`config.mk`:
```
export PLATFORM = sky130hd
export DESIGN_NAME = lph_hash
export DESIGN_NICKNAME = d
export VERILOG_FILES = /design/src/hw/rtl/lph_pkg.sv /design/src/hw/rtl/lph_hash.sv
export SDC_FILE = /design/constraint.sdc
export NUM_CORES = 1
export LEC_CHECK = 0
export ABC_CLOCK_PERIOD_IN_PS = 9200
export BUFFER_PORTS_ARGS = -buffer_cell sky130_fd_sc_hd__buf_2
export CORE_ASPECT_RATIO = 0.9
export CORE_UTILIZATION = 63
export DETAILED_ROUTE_END_ITERATION = 16
export PLACE_DENSITY = 0.84
export SYNTH_ARGS = -nofsm -noshare
export SYNTH_HDL_FRONTEND = slang
export SYNTH_SLANG_ARGS = --single-unit
```
`constraint.sdc`:
```
create_clock -name clk -period 9.2 [get_ports clk]
set_clock_uncertainty 0.1 [all_clocks]
set_input_delay 0 -clock clk [delete_from_list [all_inputs] [get_ports clk]]
set_output_delay 0 -clock clk [all_outputs]
set_load 0.01 [all_outputs]
```
`src/hw/rtl/lph_pkg.sv`:
```
// ----------------------------------------------------------------------------
// lph_pkg: shared types and constants for the linear probe hash table
// Table geometry, operation and status codes, slot entry layout, transfers.
// ----------------------------------------------------------------------------
package lph_pkg;

  // TABLE_SLOTS must be a power of two (home slot and wrap use the low bits)
  localparam int TABLE_SLOTS     = 1024;
  localparam int VALUE_BITS      = 32;
  localparam int SLOT_BITS       = $clog2(TABLE_SLOTS);
  localparam int LIVE_BITS       = SLOT_BITS + 1;
  localparam int HALF_SLOTS      = TABLE_SLOTS / 2;
  localparam int SLOT_INDEX_BITS = 10;

  localparam logic [31:0] HASH_MULT  = 32'd2654435761;
  localparam int          HASH_SHIFT = 8;

  localparam logic [1:0] MODE_INSERT = 2'd0;
  localparam logic [1:0] MODE_REMOVE = 2'd1;
  localparam logic [1:0] MODE_LOOKUP = 2'd2;

  localparam logic [1:0] ST_OK   = 2'd0;
  localparam logic [1:0] ST_MISS = 2'd1;
  localparam logic [1:0] ST_FULL = 2'd2;

  localparam logic REG_KEY_KIND = 1'b0;

  typedef enum logic [1:0] {
    MARK_EMPTY = 2'd0,
    MARK_LIVE  = 2'd1,
    MARK_TOMB  = 2'd2
  } mark_t;

  typedef struct packed {
    mark_t                  mark;
    logic [31:0]            key;
    logic [VALUE_BITS-1:0]  value;
  } slot_entry_t;

  localparam int ENTRY_BITS = $bits(slot_entry_t);

  typedef struct packed {
    logic [1:0]  mode;
    logic [31:0] key;
    logic [31:0] value;
  } in_item_t;

  typedef struct packed {
    logic [1:0]                 status;
    logic [31:0]                found_value;
    logic [SLOT_INDEX_BITS-1:0] slot_index;
  } out_item_t;

  typedef struct packed {
    logic                  we;
    logic [SLOT_BITS-1:0]  waddr;
    slot_entry_t           wdata;
    logic [SLOT_BITS-1:0]  raddr;
  } ram_req_t;

  typedef enum logic [3:0] {
    S_CLEAR = 4'b0001,
    S_IDLE  = 4'b0010,
    S_HASH  = 4'b0100,
    S_PROBE = 4'b1000
  } state_t;

endpackage

```
`src/hw/rtl/lph_hash.sv`:
```
// ----------------------------------------------------------------------------
// lph_hash: home slot of a key
// Registers the multiplicative hash product and the raw key, then selects.
// ----------------------------------------------------------------------------
module lph_hash import lph_pkg::*; (
  input  logic                 clk,
  input  logic                 load,
  input  logic [31:0]          key,
  input  logic                 key_kind,
  output logic [SLOT_BITS-1:0] home
);

  logic [31:0] product;
  logic [31:0] raw_key;

  always_ff @(posedge clk) begin
    if (load) begin
      product <= key * HASH_MULT;
      raw_key <= key;
    end
  end

  assign home = key_kind ? raw_key[SLOT_BITS-1:0] : product[HASH_SHIFT +: SLOT_BITS];

endmodule

```
Word level (Yosys, flattened, before mapping)
Cells that the tools add are included.
W data, S select, Z words.
{ "op_classes": {"mul": 1, "mux": 1} }
{ "op_table": {"columns": ["op", "n"], "rows": [
  ["$mul A32 B32 Y18 const B", 1],
  ["$mux W10", 1]
]} }
{ "totals": {"reg_bits": 28, "inputBits": 35, "out_inout_bits": 10, "word_cells": 4} }

Depth between registers and ports, before layout
{ "logic_depth": {"word_depth": 1, "mapped_depth": 18, "ltp_nobuf": 18} }

Least setup slack after synthesis
No wires, ideal clock.
{ "synth_timing": {"path_kind": "input-to-reg", "start": "input key[7]", "end": "register product[17] (data pin)", "setup_ps": 261, "t_arrival_ps": 3818, "required_time_ps": 8839, "slack_ps": 5021, "path_stages": 15, "path_cell_list": "ha_1 inv_1 fa_1 inv_1 fa_1 fa_1 fa_1 inv_1 fa_1 inv_1 ha_1 a21o_1 a21oi_1 o21ai_0 xnor2_1"} }
{ "synth_via": {"elab_chain_len": 1} }
{ "synth_lines": {"columns": ["element", "line", "text"], "rows": [
  ["start: declaration", "lph_hash.sv:8", "input logic [31:0] key,"],
  ["$mul A32 B32 Y18", "lph_hash.sv:18", "product <= key * HASH_MULT;"],
  ["end signal: assignment", "lph_hash.sv:18", null],
  ["end: declaration", "lph_hash.sv:13", "logic [31:0] product;"]
]} }
Every way passes these cells.
A chain may end at the register's enable or synchronous reset.

Final worst setup path
Ends and elaborated chain as after synthesis.

==> results.sh <==
export IMPL_outcome="finished with violations"
export IMPL_violations="hold timing"
export IMPL_synth_seq_cells=20
export IMPL_antenna_found_initial=0
export IMPL_wl_per_cell_um=14.36
export IMPL_post_cts_buffers=0
export IMPL_start_util_pct=66.62
export IMPL_antenna_cells=0
export IMPL_crit_required_ns=9.11
export IMPL_area_growth_pct=11.19
export IMPL_cp_arrival_ns=4.72
export IMPL_hold_depth=1
export IMPL_synthSimpleGateAreaFrac_pct=2.561
export IMPL_synthArstFlopShare_pct=0
export IMPL_synth_compound_area_share_pct=4.007
export IMPL_drt_pass1_iter_count=4
export IMPL_finalInstanceArea_um2=3368
export IMPL_synth_warnings=0
export IMPL_nets=447
export IMPL_clock_sinks=20
export IMPL_worstSetupEndpointType="flip-flop"
export IMPL_synth_area_um2=3029
export IMPL_drc=0
export IMPL_tritoncts="yes"
export IMPL_leakage_uw=0.001725
export IMPL_peakVddDrop_mv=0.1797
export IMPL_fmax_ghz=0.2076
export IMPL_num_io_pins=45
export IMPL_num_rows=23
export IMPL_cap_violations=0
export IMPL_drv_slew=0
export IMPL_via_per_inst=5.253
export IMPL_vias=1949
export IMPL_drt_wl_total_um=5327
export IMPL_p_per_area_nw_per_um2=315.0
export IMPL_finalSetupViolations=0
export IMPL_grt_pass1_vias=2027
export IMPL_ant_nets=0
export IMPL_synth_mux_area_share_pct=3.717
export IMPL_synth_cells=269
export IMPL_hold_violations=1
export IMPL_yosysMostFrequentCell="inv_1"
export IMPL_io_buffer_count=30
export IMPL_fp_dieArea_um2=5090
export IMPL_synth_top_family_by_area="adder cells"
export IMPL_synth_avg_cell_area_um2=11.26
export IMPL_die_w_um=75.09
export IMPL_grt_pass1_wl_um=8811
export IMPL_post_dp_cell_area_um2=3253
export IMPL_synth_top_cell_area_share_pct=26.85
export IMPL_relSlewSlack_pct=69.57
export IMPL_numCtsBuffers=3
export IMPL_grt_total_usage_pct=24.48
export IMPL_synth_xor_area_share_pct=9.789
export IMPL_crit_type="in -> reg"
export IMPL_rsz0062_at_grt="no"
export IMPL_synth_cell_types=26
export IMPL_cts_clk_slew_worst_paths_ns=0.06
export IMPL_grt_start_max_net_pins=21
export IMPL_drt_iter0_drc=33
export IMPL_tightest_slew_ns=0.4565
export IMPL_hold_path_class="in -> reg"
export IMPL_core_um2=4547
export IMPL_hold_ws_ns=-0.01631
export IMPL_cts_root_buf="clkbuf_8"
export IMPL_tns_ns=0
export IMPL_synth_flop_cell="edfxtp_1"
export IMPL_netlist_top_cells_count="70 x inv_1, 65 x ha_1, 37 x fa_1"
export IMPL_min_from="key[0]"
export IMPL_hold_path_end="product[0]"
export IMPL_synth_edf_count=20
export IMPL_synth_area_leaders="ha_1 27%, fa_1 24%, edfxtp_1 20%"
export IMPL_cts_htree_levels=1
export IMPL_post_route_min_period_ns=4.817
export IMPL_gp_congestion=0.8633
export IMPL_startpoint_type="primary input"
export IMPL_layout_drive_gt1_share_pct=14.56
export IMPL_hpwl_um=4729
export IMPL_synth_fp_nets=406
export IMPL_overflow=0
export IMPL_cp_max_fo=5
export IMPL_cts_resized=0
export IMPL_synth_area_leader_cell="ha_1"
export IMPL_synth_adder_area_share_pct=51.30
export IMPL_clk_path_buf_depth=2
export IMPL_ys_seq_area_share_pct=19.83
export IMPL_fin_crit_sh_pct=52.36
export IMPL_die_h_um=67.78
placed cells by master, fill, tap and decap left out:
master / instances
edfxtp_1: 20
fa_1: 37
o21bai_1: 2
buf_2: 30
clkbuf_8: 3
a21o_1: 4
nand4b_1: 1
dlygate4sd3_1: 7
xor2_1: 10
a21oi_1: 4
nor3_1: 1
nor2_1: 3
inv_1: 70
nand2b_1: 1
and4_1: 1
xnor2_2: 1
xnor2_1: 22
nand3_1: 1
a31oi_1: 4
o21ai_0: 3
o21a_1: 1
nand2_1: 2
clkinv_1: 1
a21o_2: 1
mux2_2: 10
nand4_1: 1
ha_1: 65
nor2b_1: 1
and2_1: 2
registers in the layout (all words and copies together), names as in the netlist:
register,flops
product,14
raw_key,6
final cells by class:
cell class,count,area (um^2)
Sequential cell,20,600.6
Timing Repair Buffer,37,220.2
Fill cell,325,1179
Inverter,70,262.8
Multi-Input combinational cell,178,2162
Clock inverter,1,3.754
Clock buffer,3,41.29
Tap cell,62,77.57
metal layers:
layer	GRT usage, %	wire [um]	part of all wire, %
met5	0	0	0
met4	10.14	110	2.1
met3	1.493	191	3.6
met2	45.83	2692	51
met1	29.00	2332	44
repair_timing:
action / in CTS / in global routing
endpoints found under the setup margin: 0 / 0
hold endpoints to repair: 7 / 0
hold buffers: 7 / 0
worst max path at each step:
stage,from,to,slack [ns],cells past startpoint
after detailed placement,key[7],product[17],4.68,16
final,key[7],product[17],4.38,17
after floorplan,key[7],product[17],5.02,15
after CTS,key[7],product[17],4.39,17
after global routing,key[7],product[17],4.17,17
after global placement,key[7],product[17],4.72,16
report_power, final:
group / leakage, uW / internal, uW / switching (uW)
Sequential: 0.000196 / 176 / 6.05
Combinational: 0.00151 / 391 / 433
Clock: 0.0000231 / 29.7 / 25.3
cell families (layout without fill, tap and decap cells):
family                     Yosys count  in the layout
AOI/OAI and AO/OA                   19             19
xor gates and xnor gates            33             33
adders and majority gates          102            102
buffers and inverters               71            111
DFF                                 20             20
muxes                               10             10
and+or+nand+nor                     14             14
per-stage QoR:
stage,hold slack (ns),total power (uW),util [%],setup WS (ns),cells
2_1_floorplan,-0.001131,852.4,-,5.021,269
3_3_place_gp,0.1788,978.1,71.55,4.715,360
3_5_place_dp,0.1826,1011,71.55,4.683,360
4_1_cts,0.0003343,1073,74.08,4.394,371
5_1_grt,0.0004573,1190,74.08,4.172,371
6_report,-0.01631,1061,74.08,4.383,371
worst max-delay path, stage by stage:
cell and delay [ns]:
dlygate4sd3_1 0.54, buf_2 0.18, ha_1 0.29, inv_1 0.08, fa_1 0.55, inv_1 0.06, fa_1 0.52, fa_1 0.44
fa_1 0.54, inv_1 0.05, fa_1 0.53, inv_1 0.05, ha_1 0.34, a21o_1 0.19, a21oi_1 0.13, o21ai_0 0.11
xnor2_1 0.14
No activity file was read; power rests on OpenSTA's default activity.
