===== config.mk =====
export PLATFORM = sky130hd
export DESIGN_NAME = lph_engine
export DESIGN_NICKNAME = d
export VERILOG_FILES = /design/src/hw/rtl/lph_pkg.sv /design/src/hw/rtl/lph_engine.sv
export SDC_FILE = /design/constraint.sdc
export NUM_CORES = 1
export LEC_CHECK = 0
export BUFFER_PORTS_ARGS = -buffer_cell sky130_fd_sc_hd__buf_2
export CORE_ASPECT_RATIO = 1.2
export CORE_UTILIZATION = 54
export DETAILED_ROUTE_END_ITERATION = 7
export PLACE_DENSITY = 0.95
export SLEW_MARGIN = 20
export SYNTH_ARGS = -nofsm -noshare
export SYNTH_HDL_FRONTEND = slang
export SYNTH_SLANG_ARGS = --single-unit

===== constraint.sdc =====
create_clock -name clk -period 4.4 [get_ports clk]
set_input_delay 0.22 -clock clk [delete_from_list [all_inputs] [get_ports clk]]
set_output_delay 0.22 -clock clk [all_outputs]
set_load 0.005 [all_outputs]

===== src/hw/rtl/lph_pkg.sv =====
// ----------------------------------------------------------------------------
// lph_pkg: shared types and constants for the linear probe hash table
// Table geometry, operation and status codes, slot entry layout, transfers.
// ----------------------------------------------------------------------------
package lph_pkg;

  // TABLE_SLOTS must be a power of two (home slot and wrap use the low bits)
  localparam int TABLE_SLOTS     = 1024;
  localparam int VALUE_BITS      = 32;
  localparam int SLOT_BITS       = $clog2(TABLE_SLOTS);
  localparam int LIVE_BITS       = SLOT_BITS + 1;
  localparam int HALF_SLOTS      = TABLE_SLOTS / 2;
  localparam int SLOT_INDEX_BITS = 10;

  localparam logic [31:0] HASH_MULT  = 32'd2654435761;
  localparam int          HASH_SHIFT = 8;

  localparam logic [1:0] MODE_INSERT = 2'd0;
  localparam logic [1:0] MODE_REMOVE = 2'd1;
  localparam logic [1:0] MODE_LOOKUP = 2'd2;

  localparam logic [1:0] ST_OK   = 2'd0;
  localparam logic [1:0] ST_MISS = 2'd1;
  localparam logic [1:0] ST_FULL = 2'd2;

  localparam logic REG_KEY_KIND = 1'b0;

  typedef enum logic [1:0] {
    MARK_EMPTY = 2'd0,
    MARK_LIVE  = 2'd1,
    MARK_TOMB  = 2'd2
  } mark_t;

  typedef struct packed {
    mark_t                  mark;
    logic [31:0]            key;
    logic [VALUE_BITS-1:0]  value;
  } slot_entry_t;

  localparam int ENTRY_BITS = $bits(slot_entry_t);

  typedef struct packed {
    logic [1:0]  mode;
    logic [31:0] key;
    logic [31:0] value;
  } in_item_t;

  typedef struct packed {
    logic [1:0]                 status;
    logic [31:0]                found_value;
    logic [SLOT_INDEX_BITS-1:0] slot_index;
  } out_item_t;

  typedef struct packed {
    logic                  we;
    logic [SLOT_BITS-1:0]  waddr;
    slot_entry_t           wdata;
    logic [SLOT_BITS-1:0]  raddr;
  } ram_req_t;

  typedef enum logic [3:0] {
    S_CLEAR = 4'b0001,
    S_IDLE  = 4'b0010,
    S_HASH  = 4'b0100,
    S_PROBE = 4'b1000
  } state_t;

endpackage


===== src/hw/rtl/lph_engine.sv =====
// ----------------------------------------------------------------------------
// lph_engine: probe sequencer
// Clears the slot RAM after reset, then walks slots one per cycle from the
// home slot, writes back inserts and tombstones, and issues the result.
// ----------------------------------------------------------------------------
module lph_engine import lph_pkg::*; (
  input  logic                  clk,
  input  logic                  rst,
  input  logic                  start,
  input  in_item_t              item,
  input  logic [SLOT_BITS-1:0]  home,
  input  logic [ENTRY_BITS-1:0] rdata,
  output logic                  hash_load,
  output ram_req_t              ram_req,
  output logic                  busy,
  output logic                  done,
  output out_item_t             result
);

  localparam logic [SLOT_BITS-1:0] SLOT_LAST  = SLOT_BITS'(TABLE_SLOTS - 1);
  localparam logic [LIVE_BITS-1:0] LAP_LAST   = LIVE_BITS'(TABLE_SLOTS - 1);
  localparam logic [LIVE_BITS-1:0] FULL_LEVEL = LIVE_BITS'(HALF_SLOTS);

  state_t                state;
  state_t                state_next;
  in_item_t              op;
  logic [SLOT_BITS-1:0]  idx;
  logic [SLOT_BITS-1:0]  idx_next;
  logic [LIVE_BITS-1:0]  probes;
  logic [LIVE_BITS-1:0]  probes_next;
  logic [LIVE_BITS-1:0]  live_count;
  logic [LIVE_BITS-1:0]  live_count_next;
  logic                  fin;
  out_item_t             fin_item;
  slot_entry_t           entry;
  logic                  is_insert;
  logic                  is_search;
  logic                  key_hit;

  assign entry     = slot_entry_t'(rdata);
  assign is_insert = (op.mode == MODE_INSERT);
  assign is_search = (op.mode == MODE_REMOVE) || (op.mode == MODE_LOOKUP);
  assign key_hit   = (entry.mark == MARK_LIVE) && (entry.key == op.key);
  assign busy      = (state != S_IDLE);

  always_comb begin
    state_next      = state;
    idx_next        = idx;
    probes_next     = probes;
    live_count_next = live_count;
    hash_load       = 1'b0;
    fin             = 1'b0;
    fin_item        = '{status: ST_MISS, found_value: '0, slot_index: '0};
    ram_req         = '{we: 1'b0, waddr: idx, wdata: '0, raddr: idx};
    case (state)
      S_CLEAR: begin
        ram_req.we = 1'b1;
        idx_next   = idx + 1'b1;
        if (idx == SLOT_LAST) begin
          state_next = S_IDLE;
        end
      end
      S_IDLE: begin
        if (start) begin
          hash_load  = 1'b1;
          state_next = S_HASH;
        end
      end
      S_HASH: begin
        if (!is_insert && !is_search) begin
          fin        = 1'b1;
          state_next = S_IDLE;
        end else if (is_insert && (live_count >= FULL_LEVEL)) begin
          fin             = 1'b1;
          fin_item.status = ST_FULL;
          state_next      = S_IDLE;
        end else begin
          ram_req.raddr = home;
          idx_next      = home;
          probes_next   = '0;
          state_next    = S_PROBE;
        end
      end
      S_PROBE: begin
        if (is_insert && (entry.mark != MARK_LIVE)) begin
          ram_req.we          = 1'b1;
          ram_req.wdata       = '{mark: MARK_LIVE, key: op.key,
                                  value: VALUE_BITS'(op.value)};
          live_count_next     = live_count + 1'b1;
          fin                 = 1'b1;
          fin_item.status     = ST_OK;
          fin_item.slot_index = SLOT_INDEX_BITS'(idx);
          state_next          = S_IDLE;
        end else if (is_search && (entry.mark == MARK_EMPTY)) begin
          fin        = 1'b1;
          state_next = S_IDLE;
        end else if (is_search && key_hit) begin
          fin                  = 1'b1;
          fin_item.status      = ST_OK;
          fin_item.found_value = 32'(entry.value);
          fin_item.slot_index  = SLOT_INDEX_BITS'(idx);
          state_next           = S_IDLE;
          if (op.mode == MODE_REMOVE) begin
            ram_req.we         = 1'b1;
            ram_req.wdata      = entry;
            ram_req.wdata.mark = MARK_TOMB;
            if (live_count != '0) begin
              live_count_next = live_count - 1'b1;
            end
          end
        end else if (probes == LAP_LAST) begin
          fin             = 1'b1;
          fin_item.status = is_insert ? ST_FULL : ST_MISS;
          state_next      = S_IDLE;
        end else begin
          idx_next      = idx + 1'b1;
          probes_next   = probes + 1'b1;
          ram_req.raddr = idx + 1'b1;
        end
      end
      default: begin
        state_next = S_IDLE;
      end
    endcase
  end

  always_ff @(posedge clk) begin
    if (rst) begin
      state      <= S_CLEAR;
      idx        <= '0;
      probes     <= '0;
      live_count <= '0;
      done       <= 1'b0;
    end else begin
      state      <= state_next;
      idx        <= idx_next;
      probes     <= probes_next;
      live_count <= live_count_next;
      done       <= fin;
    end
  end

  always_ff @(posedge clk) begin
    if (hash_load) begin
      op <= item;
    end
    if (fin) begin
      result <= fin_item;
    end
  end

endmodule


* Yosys cells after proc, flatten, opt, wreduce, memory -nomap -nowiden
Index checks and enable logic that the tools add are counted.
** Cells by class
- $add $sub $neg :: 4
- Magnitude comparators :: 1
- Eq/ne operators :: 22
- Muxes and demuxes :: 59
- Bitwise gates (word level) :: 2
- Reductions and logical operators :: 22
** Operators by type and width (count)
- 2-to-1 mux 66 bit :: 4
- 2-to-1 mux 11 bit :: 11
- 2-to-1 mux 10 bit :: 8
- 2-to-1 mux 76 bit :: 1
- 2-to-1 mux 44 bit :: 1
- 2-to-1 mux 42 bit :: 1
- equality test 32 bit :: 1
- 2-to-1 mux 4 bit :: 8
- case mux 10 bit (3 select lines) :: 1
- adder 11 x 1 -> 11 bit (second input constant) :: 2
- case mux 11 bit (2 select lines) :: 1
- case mux 10 bit (2 select lines) :: 1
- inequality test 2 bit (second input constant) :: 9
- case mux 4 bit (4 select lines) :: 1
- 2-to-1 mux 1 bit :: 12
- 2-to-1 mux 2 bit :: 6
- equality test 11 x 10 -> 1 bit (second input constant) :: 1
- >= comparator 11 x 10 -> 1 bit (second input constant) :: 1
- nonzero test 11 bit :: 1
- subtractor 11 x 1 -> 11 bit (second input constant) :: 1
- adder 10 x 1 -> 10 bit (second input constant) :: 1
- equality test 10 bit (second input constant) :: 1
- nonzero test 2 bit :: 4
- AND reduction 7 bit :: 1
- 20 further kinds :: 31
** Word-level totals
- Register bits :: 147
- Word-level logic and storage cells :: 121

* Longest topological paths before layout
- Depth in word-level cells :: 7
- Gate-level depth with buffers :: 11
- Depth with buffers taken out :: 11

* Least setup slack after synthesis
No wires, ideal clock.
- Path type :: flip-flop to flip-flop
- From :: reg op[64] (netlist name)
- To :: reg result[0] (netlist name), enable pin
- Arrival time :: 2508 ps
- Data required time :: 4002 ps
- Slack :: 1493 ps
- Stages on the path, launching flop included :: 11
- Clock period less this slack :: 2907 ps
- Cells stage by stage :: edfxtp_1 > inv_1 > ha_1 > nor2b_1 > nand3_1 > nor2_1 > nand3_1 > clkbuf_1 > nand2_1 > a21oi_1 > inv_1
** On the way
- Longest elaborated chain between the ends :: 7
- Elaborated cells between the ends (all ways) :: 17
- Classes of those cells :: eq/ne: 2; mux: 6; reduce/logical: 9
** Ends and longest elaborated chain
- from (decl) :: RTL line lph_engine.sv:26 : in_item_t op;
- from (signal assigned) :: RTL line lph_engine.sv:145 : op <= item;
- equality test 2 x 1 -> 1 bit / equality test 2 bit (equally long branches) :: RTL line lph_engine.sv:42 : assign is_search = (op.mode == MODE_REMOVE) || (op.mode == MODE_LOOKUP);
- logical OR 1 bit :: RTL line lph_engine.sv:42
- logical AND 1 bit :: RTL line lph_engine.sv:97 : end else if (is_search && key_hit) begin
- 2-to-1 mux 1 bit :: RTL line lph_engine.sv:97
- 2-to-1 mux 1 bit :: RTL line lph_engine.sv:94 : end else if (is_search && (entry.mark == MARK_EMPTY)) begin
- 2-to-1 mux 1 bit :: RTL line lph_engine.sv:85 : if (is_insert && (entry.mark != MARK_LIVE)) begin
- case mux 1 bit (2 select lines) * :: RTL line lph_engine.sv:55 : case (state)
- net fin :: RTL line lph_engine.sv:33 : logic fin;
- to (signal assigned) :: RTL line lph_engine.sv:148 : result <= fin_item;
- to (decl) :: RTL line lph_engine.sv:17 : output out_item_t result
The timed path passes the listed nets; every way through them passes the cells marked *.
A chain may end at the register's enable or synchronous reset.

==> metrics.sh <==
RUN_STATUS='finished clean'
CP.REQUIRED_PS=4180
POWER_REPORT.INTERNAL_TOTAL_W=0.00254
DP.CELLS=1096
FINALNETCOUNT=1173
CLOCK_SHARE_OF_POWER_PCT=45.0
WORST_HOLD_SLACK_PS=64.5
DOMINANTREGCELLSYNTH='edfxtp_1'
POST_CTS_RESIZED=0
SYNTH_TOP_CELLS_BY_AREA='edfxtp_1 44%, dfxtp_1 9.8%, a22o_1 7.6%'
DIE_Y_UM=131
CRIT_PATH_MAX_FANOUT=60
DP_HPWL_UM=16100
FINAL_MAX_SLEW_VIOL_COUNT=0
POST_PLACE_WORST_SLACK_PS=1180
SYNTH.FF_LATCH_COUNT=147
DR_PASS1_ITERATIONS=5
PLACEMENT_ROWS=46
SYNTH_EDF_COUNT=110
ANTENNA_FOUND_INITIAL=4
AVGVIACOUNTPERCELL=6.16
LAYOUT-AREA-OVERHEAD-VS-SYNTH_PCT=37.4
POWER.DENSITY_CELL_AREA_nW_PER_UM2=319
WIRE_PER_INST_UM=21.3
DRTANTENNAVIOLNETS=0
CTS_HOLD_BUFFERS=66
CLOCK.FMAX_GHz=0.283
DIE-WIDTH_UM=110
ASR_FLOP_RATIO_SYNTH_PCT=0
SHORTEST_CLOCK_PERIOD_THE_WORST_PATH_ALLOWS_AFTER_LAYOUT_PS=3540
NETLIST_AREA_SQ_UM=7520
FINAL.SETUP_SKEW_PS=14.7
LAYOUT.CELLS.NON_FILLER=1198
POWER.SHARE.COMBINATIONAL_PCT=8.7
SEQPWRFRAC_PCT=46.3
WORST_IR_DROP_VDD_V=0.000374
DRT-TOTAL-WL_UM=25600
SETUP_VIOL=0
SETUP_TNS_PS=0
GP_CONGESTION=0.984
POST_SYNTH_NUM_CELL_TYPES=65
CLOCK_INSERTION_DELAY_WORST_SKEW_PS=420
INITIAL_CORE_UTILIZATION_PCT=56.1
CRITICAL_PATH_LAUNCH_POINT_TYPE='flop'
TRITONCTS.NUM_BUFFERS=17
FIRST_GLOBAL_VIAS=7427
P_LEAK_nW=4.47
MAXCAPVIOLATIONS=0
CORE-AREA_SQ_UM=13400
FINALCRITPERIODSHARE_PCT=80.4
SYNTHDOMINANTAREACELLTYPE='edfxtp_1'
LAYOUT_COMMONEST_CELL='buf_2'
SWITCHING_SHARE_PCT=22.9
SYN_AREA_PER_CELL_SQ_UM=11.1
DRIVE_ABOVE_1_SHARE_PCT=32.4
DRTITER0DRC=719
NETS_IN_THE_SYNTHESIZED_NETLIST=839
YOSYSTOPAREACELLSHARE_PCT=43.9
BUFFERS_ADDED_ON_PORTS=278
HOLD_VIOLATIONS=0
WORST_SLACK_PS=865
CTS_HTREE_LEVELS=4
WP_DATA_ARRIVAL_PS=3320
CTS_SINKS=147
RELSLEWSLACK_PCT=46.2
CLOCKBUFFERDEPTH=2
CLKTRANSATPATHREGS_PS=60
CRITICALPATHCATEGORY='flop to primary output'
POSTSYNTHCELLCOUNT=679
MOST-COMMON-LAYOUT-CELLS='278 x buf_2, 110 x edfxtp_1, 66 x dlygate4sd3_1, 65 x a22o_1, 43 x and2_1'
GRT_START_MAX_NET_PINS=61
HOLD_CLASS='input port to flop'
GRT_PASS1_WL_UM=39200
GRT_REMAINING_OVERFLOW=0
NET-SWITCHING-POWER_W=0.000754
DIE_AREA_SQ_UM=14400
CTS_ROOT_BUFFER='clkbuf_16'
GRT_USE_TOTAL_PCT=36.3
GRT_SETUP_UNREPAIRED='false'
TRITONCTS_CLOCK_TREE='built'
SYNTH_SEQ_AREA_SHARE_PCT=53.8
POST-ROUTE-DRC-COUNT=0
ROUTED-VIA-COUNT=7378
ENDPOINT_KIND_OF_THE_WORST_SETUP_TIMING_PATH='primary output'
YOSYS_WARNINGS=0
CTS_POST_SETUP_BUFFERS_INSERTED=0
SLEW_AT_THE_PIN_CLOSEST_TO_ITS_MAX_SLEW_LIMIT_PS=801
I_O_PIN_CNT=279
==> per-stage QoR <==
stage | utilization [%] | power [W] | cell area (sq um)
after global routing | 77.1 | 0.00338 | 10300
after CTS | 77.0 | 0.00328 | 10300
after detailed placement | 67.7 | 0.00178 | 9070
after global placement | 67.7 | 0.00177 | 9070
after floorplan | - | 0.00165 | 7520
final | 77.1 | 0.00329 | 10300
==> power by group through the flow <==
stage	Combinational (W)	Clock, W	Sequential [W]
after floorplan	0.000112	0	0.00154
after CTS	0.000273	0.00149	0.00152
after global placement	0.000217	0	0.00155
after detailed placement	0.000225	0	0.00155
after global routing	0.000304	0.00155	0.00153
final	0.000285	0.00148	0.00152
==> registers in the layout, indices dropped and copies added (netlist names) <==
| name | count |
|---|---|
| probes | 11 |
| op | 66 |
| idx | 10 |
| done | 1 |
| state | 4 |
| result | 44 |
| live_count | 11 |
==> cells in the mapped netlist (all sizes together) (14+ instances only) <==
library cell	count
edfxtp	110
nand2	41
ha	14
dfxtp	37
nand3	26
and2	44
nor2	42
o21ai	29
a21oi	37
xnor2	39
inv	15
buf	15
clkbuf	24
nor3	14
a22o	65
==> worst max-delay path, stage by stage, from the launching register on <==
cell and delay (ps):
edfxtp_1 450, xnor2_1 210, nand4_1 140, nor4_1 530
nand3_1 210, nor3_2 570, buf_12 340, a22o_1 260
buf_2 140
==> routing by layer <==
layer / vias to the layer above / part of all wire [%] / GRT usage (%)
met5: - / 0 / 0
met2: 545 / 51 / 61.1
met4: 0 / 6.0 / 25.0
met3: 127 / 9.7 / 9.97
met1: 3450 / 33 / 38.6
li1: 3256 / - / -
==> cells by family (layout without fill, tap and decap cells) <==
group                    count (synthesis)  in the layout  share of synthesized area, %
AO/OA/AOI/OAI                          184            184                          18.0
XOR/XNOR                                47             47                          5.47
adder cells (fa/ha/maj)                 15             15                          2.59
buffers and inverters                   54            401                          2.88
flip-flops                             147            147                          53.8
multiplexers                            13             13                          1.75
other                                    0              4                             0
AND/OR/NAND/NOR                        219            219                          15.5
==> final cells by class <==
type / instances / area [sq um]
Clock inverter: 12 / 155
Inverter: 15 / 56.3
Fill cell: 799 / 3080
Multi-Input combinational cell: 478 / 3280
Timing Repair Buffer: 354 / 2140
Clock buffer: 20 / 437
Tap cell: 168 / 210
Sequential cell: 147 / 4040
Antenna cell: 4 / 10.0
==> worst paths after layout <==
| kind | slack (ps) | end | depth (start not counted) | from |
|---|---|---|---|---|
| max reg2reg | 1040 | live_count[10]$_SDFFE_PP0P_ | 11 | op[64]$_DFFE_PP_ |
| max | 860 | ram_req[35] | 8 | op[43]$_DFFE_PP_ |
| min reg2reg | 450 | probes[10]$_SDFFE_PP0P_ | 2 | probes[10]$_SDFFE_PP0P_ |
| min | 60 | state[2]$_SDFFE_PP0P_ | 2 | start |
Power figures use the tool's default switching activity.
